--- src/design/wfpd_pkg.sv ---
// Package for the wall-following PD steering block: widths, constants, types.
// Used by wfpd_ctrl, wfpd_dp and wall_following_pd_steering.
`default_nettype none
package wfpd_pkg;
    localparam int unsigned CfgIdxW = 3;
    localparam logic [CfgIdxW-1:0] RegTarget = 3'd0;
    localparam logic [CfgIdxW-1:0] RegKp     = 3'd1;
    localparam logic [CfgIdxW-1:0] RegKd     = 3'd2;
    localparam logic [CfgIdxW-1:0] RegLook   = 3'd3;
    localparam logic [CfgIdxW-1:0] RegMaxRate = 3'd4;

    localparam logic [15:0] Sin45Q16 = 16'd46341;
    localparam logic [15:0] KinvQ16  = 16'd39797;
    localparam logic [9:0]  FastLimit = 10'd409;
    localparam logic [9:0]  SlowLimit = 10'd819;
    localparam logic [10:0] SpeedSlow = 11'd750;
    localparam logic [10:0] SpeedMid  = 11'd1000;
    localparam logic [10:0] SpeedFast = 11'd1250;
    // ceil(2^31 / 250); exact floor division for numerators below 2^23.
    localparam logic [23:0] Recip250Q31 = 24'd8589935;

    // Commands from controller to datapath.
    typedef struct packed {
        logic load;      // capture inputs, set up CORDIC vectors
        logic rotate;    // one CORDIC micro-rotation
        logic scale;     // multiply u by 1/K
        logic err;       // form saturated prediction
        logic pd_mul;    // form PD products
        logic pd_sum;    // sum and form the numerator of the divide by 250
        logic div_step;  // divide by 250 through the reciprocal multiply
        logic finish;    // clamp, pick speed, load output register
    } t_cmd;

    typedef struct packed {
        logic rot_done;
        logic div_done;
    } t_status;
endpackage
`default_nettype wire

--- src/design/wfpd_ctrl.sv ---
// Controller: sequences the datapath and runs the valid/stall handshakes.
// Depends on wfpd_pkg.
`default_nettype none
module wfpd_ctrl (
    input  wire logic                i_clk,
    input  wire logic                i_rst_n,
    input  wire logic                i_valid,
    output logic                     o_stall,
    output logic                     o_valid,
    input  wire logic                i_stall,
    output wfpd_pkg::t_cmd           o_cmd,
    input  wire wfpd_pkg::t_status   i_status
);
    typedef enum logic [3:0] {
        S_IDLE, S_ROT, S_SCALE, S_ERR, S_MUL, S_SUM, S_DIV, S_FIN, S_OUT
    } t_state;
    t_state r_state;
    logic   r_ovalid;

    assign o_stall = (r_state != S_IDLE);
    assign o_valid = r_ovalid;

    always_comb begin
        o_cmd = '0;
        o_cmd.load     = (r_state == S_IDLE) && i_valid;
        o_cmd.rotate   = (r_state == S_ROT) && !i_status.rot_done;
        o_cmd.scale    = (r_state == S_SCALE);
        o_cmd.err      = (r_state == S_ERR);
        o_cmd.pd_mul   = (r_state == S_MUL);
        o_cmd.pd_sum   = (r_state == S_SUM);
        o_cmd.div_step = (r_state == S_DIV) && !i_status.div_done;
        o_cmd.finish   = (r_state == S_FIN);
    end

    always_ff @(posedge i_clk) begin
        if (!i_rst_n) begin
            r_state  <= S_IDLE;
            r_ovalid <= 1'b0;
        end else begin
            if (r_ovalid && !i_stall) r_ovalid <= 1'b0;
            case (r_state)
                S_IDLE:  if (i_valid) r_state <= S_ROT;
                S_ROT:   if (i_status.rot_done) r_state <= S_SCALE;
                S_SCALE: r_state <= S_ERR;
                S_ERR:   r_state <= S_MUL;
                S_MUL:   r_state <= S_SUM;
                S_SUM:   r_state <= S_DIV;
                S_DIV:   if (i_status.div_done) r_state <= S_OUT;
                // Wait for the previous result to leave before overwriting it.
                S_OUT:   if (!r_ovalid || !i_stall) r_state <= S_FIN;
                S_FIN: begin
                    r_ovalid <= 1'b1;
                    r_state  <= S_IDLE;
                end
                default: r_state <= S_IDLE;
            endcase
        end
    end

`ifndef SYNTH
    a_fin_free: assert property (@(posedge i_clk) disable iff (!i_rst_n)
        o_cmd.finish |-> (!r_ovalid || !i_stall)) else $error("output overwritten");
    a_valid_after_fin: assert property (@(posedge i_clk) disable iff (!i_rst_n)
        o_cmd.finish |=> r_ovalid) else $error("result not shown");
    a_one_cmd: assert property (@(posedge i_clk) disable iff (!i_rst_n)
        $onehot0(o_cmd)) else $error("commands overlap");
`endif
endmodule
`default_nettype wire

--- config.mk ---
export PLATFORM = sky130hd
export DESIGN_NAME = wfpd_ctrl
export DESIGN_NICKNAME = d
export VERILOG_FILES = /design/src/design/wfpd_pkg.sv /design/src/design/wfpd_ctrl.sv
export SDC_FILE = /design/constraint.sdc
export NUM_CORES = 1
export LEC_CHECK = 0
export ABC_AREA = 1
export ABC_CLOCK_PERIOD_IN_PS = 1240
export BUFFER_PORTS_ARGS = -buffer_cell sky130_fd_sc_hd__buf_2
export CAP_MARGIN = 20
export CORE_AREA = 2 2 39 41
export CTS_CLUSTER_SIZE = 20
export DETAILED_ROUTE_END_ITERATION = 12
export DIE_AREA = 0 0 41 43
export SETUP_SLACK_MARGIN = 0.05
export SLEW_MARGIN = 40
export SYNTH_ARGS = -nofsm -noshare
export SYNTH_HDL_FRONTEND = slang
export SYNTH_SLANG_ARGS = --single-unit
--- constraint.sdc ---
create_clock -name i_clk -period 1.24 [get_ports i_clk]
set_input_delay 0.248 -clock i_clk [delete_from_list [all_inputs] [get_ports i_clk]]
set_output_delay 0.248 -clock i_clk [all_outputs]
set_load 0.005 [all_outputs]
==> results.ini, run 1 <==
[routing]
drtPass1Iterations=4
wl_um=1070
ant_nets=0
drt-initial-drc-count=7
viasPerCell=4.364
drc_errors=0
wl_per_cell_um=9.727
vias=480

[cells_and_area]
final_core_util_pct=47.74
fillCellCount=148
nNetsFinal=101
ff_latch_area_um2=115.1
final_common_cell=buf_2
area_growth_pct=78.38
layout_common_cells=buf_2 (14), inv_1 (11), nand2_1 (10)
design_area_um2=660.6
instances_no_fill=110
drive_above_1_share_pct=58.51
diodes=0
multi_input_area_um2=274.0

[placed_design]
dp_hpwl_um=707
io_buffers=15
placed_area_um2=465.4
finalWeightedCongestion=0.7914
placed_cells=96

[synthesis]
synth_top_family_by_area=simple AND/OR/NAND/NOR gates
synth_compound_area_share_pct=9.459
synthMuxAreaShare_pct=0
ys_types=11
yosys.area_share.simple_pct=47.30
seq_area_frac_synth_pct=27.03
syn_inst=65
synth_xor_xnor_area_share_pct=0
syn_nets=71
syn_area_per_cell_um2=5.698
synth.area.top_cells=dfxtp_1 (27%), inv_1 (14%), nand2_1 (14%)
synth-seq-cells=5
netlist.area_leader.share_pct=27.03
synthAdderAreaFrac_pct=0
yosys_warnings=0
syn-cell-area_um2=370.4
synth_area_leader_cell=dfxtp_1

[pwr]
p_seq_share_pct=23.6
leakage_nw=0.3728
pwr-share-comb_pct=64.5
switchingPower_w=0.0007062
peakVddDrop_uv=678.2
power.total_w=0.001518
intPower_w=0.0008120
powerDensity_nw_per_um2=2298
p_clk_share_pct=11.9
swShare_pct=46.52

[global_routing]
grt_pass1_wl_um=1511
antenna_found_initial=0
grt-ovfl-total=0
grt_max_degree=7
grt.total_usage_pct=13.08
grt_pass1_vias=398

[sta]
slew_headroom_pct=84.28
period_minus_slack_ns=1.329
fmax_ghz=0.7523
setup_viol=8
hold_viol_final=0
drv_slew=0
whs_ns=0.2467
finalWorstSetupSlack_ns=-0.08923
skew_ns=0.001918
rsz0062_at_grt=yes
tightest_slew_ns=0.2333
post-route-period-util_pct=107.2

[clock_network]
holdBufCountCts=0
tritoncts=built
cts_max_level=1
cts_buffer_depth=2
clkSlewWorstSetupHoldPaths_ns=0.04
numCtsBuffers=3
cts.sinks=5
cts_root_buf=clkbuf_4
clk_latency_ns=0.24

[floorplanning]
initial_core_util_pct=26.76
fp.dieW_um=41
coreArea_um2=1384
io_pins=16
std_cell_rows=14
die_h_um=43
die-area_um2=1763

[critical_path]
worst-setup-path-type=register to output pin
rrSetupSlack_ns=0.02
path_max_fanout=4
reg2reg_to=r_state[1]$_SDFFE_PN0P_
r2r_start=r_state[1]$_SDFFE_PN0P_
slowest_stage=dfxtp_4
cp-start-kind=register
max_stage_delay_ns=0.38
crit_buf_inv=3
critPathRequiredTime_ns=0.99
cp_top_family=flip-flops
rr_worst_depth=8
worstPathCellList=inv_4, nor2_4, nand3_4, inv_2, buf_6
endpoint_kind=output pin
arrival_ns=1.08

[hold_path]
min_path_type=input port to register
hold_end=r_state[3]$_SDFFE_PN0P_
min-delay-start=i_rst_n
holdPathStages=3

[run]
drv_cap=0

[run_status]
violations=setup timing
status=finished with violations

==> through the flow <==
stage | TNS [ns] | setup slack [ns]
after floorplan | 0 | 0.1666
after global placement | 0 | 0.06228
after detailed placement | 0 | 0.01773
after CTS | -0.4517 | -0.09984
after global routing | -1.229 | -0.1682
final | -0.4613 | -0.08923
==> registers in the layout, indices dropped and copies added, names as in the netlist <==
register / flops
o_valid: 1
r_state: 4
==> worst register-to-register path: cells and delay by family (launching register included) <==
kind,cells,cell delay (ns)
AOI/OAI and AO/OA,2,0.17
buffers and inverters,3,0.28
DFF,1,0.38
and+or+nand+nor,3,0.30
==> power by group through the flow <==
stage               Combinational, W  Clock [W]  Sequential [W]
global route                 0.00107   0.000206        0.000371
global placement            0.000628          0        0.000282
CTS                         0.000802   0.000192        0.000338
finish                      0.000980   0.000181        0.000358
detailed placement          0.000632          0        0.000285
floorplan                   0.000462          0        0.000276
==> cell usage after synthesis <==
library cell,number
inv_2,2
inv_1,14
nand3_2,2
nand2_1,14
o21ai_0,4
a21oi_1,3
nor2_1,9
nor2_2,7
nor3_1,1
dfxtp_1,5
nand3_1,4
==> per-layer routing <==
| layer | wire (µm) | share of wire (%) | vias to the layer above | track usage (%) |
|---|---|---|---|---|
| li1 | - | - | 256 | - |
| met1 | 468 | 44 | 208 | 15.53 |
| met2 | 533 | 50 | 14 | 19.06 |
| met3 | 59 | 5.5 | 2 | 1.571 |
| met4 | 8 | 0.75 | 0 | 12.00 |
| met5 | 0 | 0 | - | 0 |
==> final cells by class <==
type / count / area share (%)
clock buffer: 4 / 3.977
inverter: 16 / 9.848
multi-input combinational: 44 / 41.48
sequential: 5 / 17.42
tap: 16 / 3.030
timing repair buffer: 25 / 24.24
==> how the worst max path moves through the flow <==
| stage | start | end | cells after the start |
|---|---|---|---|
| after floorplan | r_state[1]$_SDFFE_PN0P_ | r_state[3]$_SDFFE_PN0P_ | 7 |
| after global placement | r_state[1]$_SDFFE_PN0P_ | r_state[3]$_SDFFE_PN0P_ | 7 |
| after detailed placement | r_state[1]$_SDFFE_PN0P_ | r_state[3]$_SDFFE_PN0P_ | 7 |
| after CTS | r_state[2]$_SDFFE_PN0P_ | o_cmd[1] | 5 |
| after global routing | r_state[1]$_SDFFE_PN0P_ | o_cmd[5] | 5 |
| final | r_state[1]$_SDFFE_PN0P_ | o_cmd[1] | 5 |
==> cell families after synthesis <==
logic type,Yosys count
compound gates,7
simple gates,37
buf+inv,16
flops,5
==> what timing repair did <==
action,CTS,global route
pin swaps,7,6
setup endpoints to repair,12,13
buffers inserted,6,4
resized for setup,16,15
(Power assumes the default switching activity.)
==> inputs of run 2 (changes only) <==
- CTS_BUF_LIST: unset -> sky130_fd_sc_hd__clkbuf_16
==> results.ini, run 2 (same netlist as run 1, synthesis figures left out) <==
[routing]
wl_per_cell_um=11.20  ; +15%
wl_um=1254  ; +17%
drtPass1Iterations=4  ; unchanged
drt-initial-drc-count=15  ; +8
vias=504  ; +5.0%
drc_errors=0  ; unchanged
ant_nets=0  ; unchanged
viasPerCell=4.500  ; +3.1%

[run]
drv_cap=0  ; unchanged

[pwr]
power.total_w=0.001891  ; +25%
leakage_nw=0.4117  ; +10%
peakVddDrop_uv=1124  ; +66%
powerDensity_nw_per_um2=2660  ; +16%

[critical_path]
path_max_fanout=4  ; unchanged
slowest_stage=dfxtp_4
crit_buf_inv=3  ; unchanged
critPathLaunch=r_state[1]$_SDFFE_PN0P_
worst-setup-path-type=register to output pin
max_stage_delay_ns=0.38  ; about the same
arrival_ns=1.08  ; about the same
worstPathCellList=inv_4, nor2_4, nand3_2, inv_1, buf_2
endpoint_kind=output pin
r2r_start=r_state[1]$_SDFFE_PN0P_
cp-start-kind=register
cp_top_family=flip-flops
rrSetupSlack_ns=0.01  ; about the same
critPathRequiredTime_ns=0.99  ; about the same

[floorplanning]
die-area_um2=1763  ; unchanged
std_cell_rows=14  ; unchanged
fp.dieW_um=41  ; unchanged
initial_core_util_pct=26.76  ; unchanged
die_h_um=43  ; unchanged
coreArea_um2=1384  ; unchanged
io_pins=16  ; unchanged

[placed_design]
placed_cells=96  ; unchanged
placed_area_um2=465.4  ; unchanged
dp_hpwl_um=707  ; unchanged
io_buffers=15  ; unchanged
finalWeightedCongestion=0.7914  ; unchanged

[run_status]
status=finished with violations
violations=setup timing

[global_routing]
grt_max_degree=7  ; unchanged
grt.total_usage_pct=15.49  ; +2.4 points
grt-ovfl-total=0  ; unchanged
antenna_found_initial=0  ; unchanged
grt_pass1_vias=456  ; +15%
grt_pass1_wl_um=1773  ; +17%

[cells_and_area]
diodes=0  ; unchanged
top_register=r_state
largest_register_ff_count=4  ; unchanged
final_common_cell=buf_2
design_area_um2=710.7  ; +7.6%
area_growth_pct=91.89
nNetsFinal=103  ; +2.0%
drive_above_1_share_pct=57.29  ; -1.2 points
fillCellCount=142  ; -4.1%
instances_no_fill=112  ; +1.8%
final_core_util_pct=51.36  ; +3.6 points
layout_common_cells=buf_2 (15), inv_1 (13), nand2_1 (11)

[clock_network]
cts_buffer_depth=2  ; unchanged
clk_latency_ns=0.23  ; about the same
clkSlewWorstSetupHoldPaths_ns=0.03  ; about the same
tritoncts=built
numCtsBuffers=3  ; unchanged
cts_max_level=1  ; unchanged
cts_root_buf=clkbuf_16
cts.sinks=5  ; unchanged

[hold_path]
min-delay-start=i_rst_n
min_path_type=input port to register

[sta]
rsz0062_at_grt=yes
finalWorstSetupSlack_ns=-0.09140  ; -0.002168 ns
slew_headroom_pct=83.54  ; -0.75 points
tightest_slew_ns=0.2444  ; +0.01110 ns
fmax_ghz=0.7511  ; -0.16%
skew_ns=0.0003042  ; -0.001614 ns
post-route-period-util_pct=107.4  ; +0.17 points
drv_slew=0  ; unchanged
hold_viol_final=0  ; unchanged
period_minus_slack_ns=1.331  ; +0.002168 ns
setup_viol=7  ; -1
fin_setup_tns_ns=-0.3963  ; +0.06499 ns

[run 2: cell types whose count changed in the layout (fill, tap and decap cells not counted), sizes merged]
cell | previous run | this run
inv | 16 | 17
clkbuf | 4 | 3
buf | 25 | 27
[run 2: area by class of cell]
| type | count | area, µm² | area share (%) |
|---|---|---|---|
| Inverter | 16 | 65.06 | 9.155 |
| Clock buffer | 3 | 75.07 | 10.56 |
| Timing Repair Buffer | 27 | 172.7 | 24.30 |
| Multi-Input combinational cell | 44 | 259.0 | 36.44 |
| Clock inverter | 1 | 3.754 | 0.5282 |
| Sequential cell | 5 | 115.1 | 16.20 |
| Tap cell | 16 | 20.02 | 2.817 |
[run 2: worst min-delay path, stage by stage]
cell     delay, ns
buf_2         0.08
nand2_1       0.05
nor2_2        0.06
[run 2: timing repair]
item | 4_1_cts | 5_1_grt
setup endpoints to repair | 12 | 13
gates cloned | 0 | 0
setup buffers | 10 | 2
hold buffers | 0 | 0
pin swaps | 9 | 8
hold endpoints to repair | 0 | 0
resized for setup | 17 | 10
[run 2: worst paths after layout]
path	to	cells past startpoint
worst max register to register	r_state[0]$_SDFFE_PN0P_	8
worst min register to register	r_state[3]$_SDFFE_PN0P_	2
worst max-delay path	o_cmd[1]	5
worst min-delay path	r_state[3]$_SDFFE_PN0P_	3
[run 2: metal layers]
layer	track usage, %	wire (µm)	vias to the layer above
met5	0	0	-
met4	15.33	37	0
met3	2.094	60	6
met2	23.75	642	20
met1	16.50	512	221
li1	-	-	257
[run 2: per-stage QoR]
step / setup WS [ns] / hold slack (ns)
after floorplan: 0.1666 / 0.3827
after global placement: 0.06228 / 0.4918
after detailed placement: 0.01773 / 0.4920
after CTS: -0.06144 / 0.2577
after global routing: -0.1339 / 0.2757
final: -0.09140 / 0.2559
[run 2: power breakdown]
group / internal, W / switching, W / leakage [nW]
sequential: 0.000245 / 0.000110 / 0.0437
combinational: 0.000471 / 0.000548 / 0.326
clock: 0.000417 / 0.000100 / 0.0423
total: 0.00113 / 0.000758 / 0.412
==> inputs of run 3 (changes only) <==
- ABC_CLOCK_PERIOD_IN_PS: 1240 -> 1570
- clock period: 1.24 -> 1.57 ns (I/O delays scaled with it)
==> results.ini, run 3 (same netlist as run 1, synthesis figures left out) <==
[sta]
fmax_ghz=0.6866
rsz0062_at_grt=yes
slew_headroom_pct=82.52  ; -1.0 points
drv_slew=0  ; unchanged
skew_ns=0.0002103  ; -0.00009388 ns
hold_viol_final=0  ; unchanged
post-route-period-util_pct=92.77
tightest_slew_ns=0.2619  ; +0.01751 ns
setup_viol=0  ; -7
period_minus_slack_ns=1.456
fin_setup_tns_ns=0  ; +0.3963 ns

[critical_path]
arrival_ns=1.14  ; +0.06 ns
rrSetupSlack_ns=0.41  ; +0.40 ns
max_stage_delay_ns=0.41  ; +0.03 ns
slowest_stage=dfxtp_1
r2r_start=r_state[1]$_SDFFE_PN0P_
rr_worst_depth=7  ; -1
crit_buf_inv=3  ; unchanged
endpoint_kind=output pin
critPathRequiredTime_ns=1.26  ; +0.27 ns
reg2reg_to=r_state[3]$_SDFFE_PN0P_
path_max_fanout=4  ; unchanged
worst-setup-path-type=register to output pin
worstPathCellList=inv_2, nor2_4, nand3_2, inv_1, buf_2
cp_top_family=flip-flops
cp-start-kind=register

[pwr]
p_seq_share_pct=20.2  ; +1.4 points
intPower_w=0.0006888  ; -39%
swShare_pct=39.67  ; -0.42 points
switchingPower_w=0.0004529  ; -40%
pwr-share-comb_pct=44.5  ; -9.4 points
peakVddDrop_uv=926.7  ; -18%
leakage_nw=0.3450  ; -16%
p_clk_share_pct=35.3  ; +8.0 points
powerDensity_nw_per_um2=2074  ; -22%
power.total_w=0.001142  ; -40%

[cells_and_area]
diodes=0  ; unchanged
drive_above_1_share_pct=35.71  ; -22 points
instances_no_fill=100  ; -11%
layout_common_cells=inv_1 (15), buf_2 (15), nand2_1 (14)
largest_register_ff_count=4  ; unchanged
top_register=r_state
design_area_um2=550.5  ; -23%
area_growth_pct=48.65
nNetsFinal=91  ; -12%

[global_routing]
grt_max_degree=8  ; +1
antenna_found_initial=0  ; unchanged
grt.total_usage_pct=11.14  ; -4.3 points
grt_pass1_vias=345  ; -24%
grt-ovfl-total=0  ; unchanged
grt_pass1_wl_um=1276  ; -28%

[routing]
ant_nets=0  ; unchanged
top_layer=met3
wl_per_cell_um=8.590  ; -23%
viasPerCell=4.140  ; -8.0%
drc_errors=0  ; unchanged
drtPass1Iterations=4  ; unchanged
wl_met2_um=400  ; -38%
wl_um=859  ; -31%
dr_wl_met3_um=46  ; -23%
drt-initial-drc-count=3  ; -12
vias=414  ; -18%
wl_met1_um=412  ; -20%

[clock_network]
cts_root_buf=clkbuf_16
numCtsBuffers=3  ; unchanged
cts.sinks=5  ; unchanged
cts_max_level=1  ; unchanged
post-cts-setup-buffer-count=0  ; -10
clkSlewWorstSetupHoldPaths_ns=0.03  ; about the same
cts_buffer_depth=2  ; unchanged
clk_latency_ns=0.22  ; about the same
tritoncts=built

[floorplanning]
fp.dieW_um=41  ; unchanged
initial_core_util_pct=26.76  ; unchanged
std_cell_rows=14  ; unchanged
coreArea_um2=1384  ; unchanged
die-area_um2=1763  ; unchanged
io_pins=16  ; unchanged
die_h_um=43  ; unchanged

[run_status]
status=completed

[placed_design]
io_buffers=15  ; unchanged
dp_hpwl_um=706.4  ; about the same
placed_area_um2=465.4  ; unchanged
placed_cells=96  ; unchanged
finalWeightedCongestion=0.7683  ; -2.9%

[hold_path]
min_path_type=input port to register
holdPathStages=3  ; unchanged
min-delay-start=i_rst_n
hold_end=r_state[3]$_SDFFE_PN0P_

[run]
drv_cap=0  ; unchanged

==> run 3: area by class of cell <==
cell class | count | area, µm²
clock buffers | 3 | 75.07
clock inverters | 1 | 3.754
fillers | 154 | 833.3
inverters | 16 | 60.06
multi-input cells | 44 | 215.2
flip-flops and latches | 5 | 101.3
well taps | 16 | 20.02
repair buffers | 15 | 75.07
==> run 3: what timing repair did <==
action,4_1_cts,5_1_grt
setup endpoints to repair,0,4
gates resized for setup,0,2
endpoints found under the hold margin,0,0
hold buffers,0,0
==> run 3: power by group through the flow <==
| stage | Sequential [W] | Clock, W | Combinational, W |
|---|---|---|---|
| 2_1_floorplan | 0.000218 | 0 | 0.000365 |
| 3_3_place_gp | 0.000222 | 0 | 0.000499 |
| 3_5_place_dp | 0.000226 | 0 | 0.000498 |
| 4_1_cts | 0.000224 | 0.000412 | 0.000501 |
| 5_1_grt | 0.000235 | 0.000419 | 0.000590 |
| 6_report | 0.000230 | 0.000403 | 0.000508 |
==> run 3: how the worst max path moves through the flow <==
stage	start	endpoint	slack, ns	cells after the start
6_report	r_state[1]$_SDFFE_PN0P_	o_cmd[1]	0.11	5
5_1_grt	r_state[3]$_SDFFE_PN0P_	o_cmd[7]	0.03	4
4_1_cts	r_state[1]$_SDFFE_PN0P_	o_cmd[1]	0.07	5
3_5_place_dp	r_state[1]$_SDFFE_PN0P_	o_cmd[1]	0.31	5
3_3_place_gp	r_state[1]$_SDFFE_PN0P_	o_cmd[1]	0.32	5
2_1_floorplan	r_state[1]$_SDFFE_PN0P_	r_state[3]$_SDFFE_PN0P_	0.50	7
==> run 3: worst min-delay path, cell delays in order <==
cell     delay, ns
buf_2         0.09
nand2_1       0.06
nor2_2        0.07
==> run 3: per-stage QoR <==
stage / hold WS [ns] / util (%) / setup WS (ns)
finish: 0.3364 / 39.78 / 0.1135
global route: 0.3476 / 39.78 / 0.03282
CTS: 0.3347 / 39.33 / 0.06618
detailed placement: 0.5648 / 33.63 / 0.3102
global placement: 0.5556 / 33.63 / 0.3158
floorplan: 0.4487 / - / 0.4966
==> run 3: metal layers <==
metal / up-vias / global-route usage [%]
li1: 231 / -
met1: 173 / 13.50
met2: 10 / 15.00
met3: 0 / 1.571
met4: 0 / 12.00
met5: - / 0
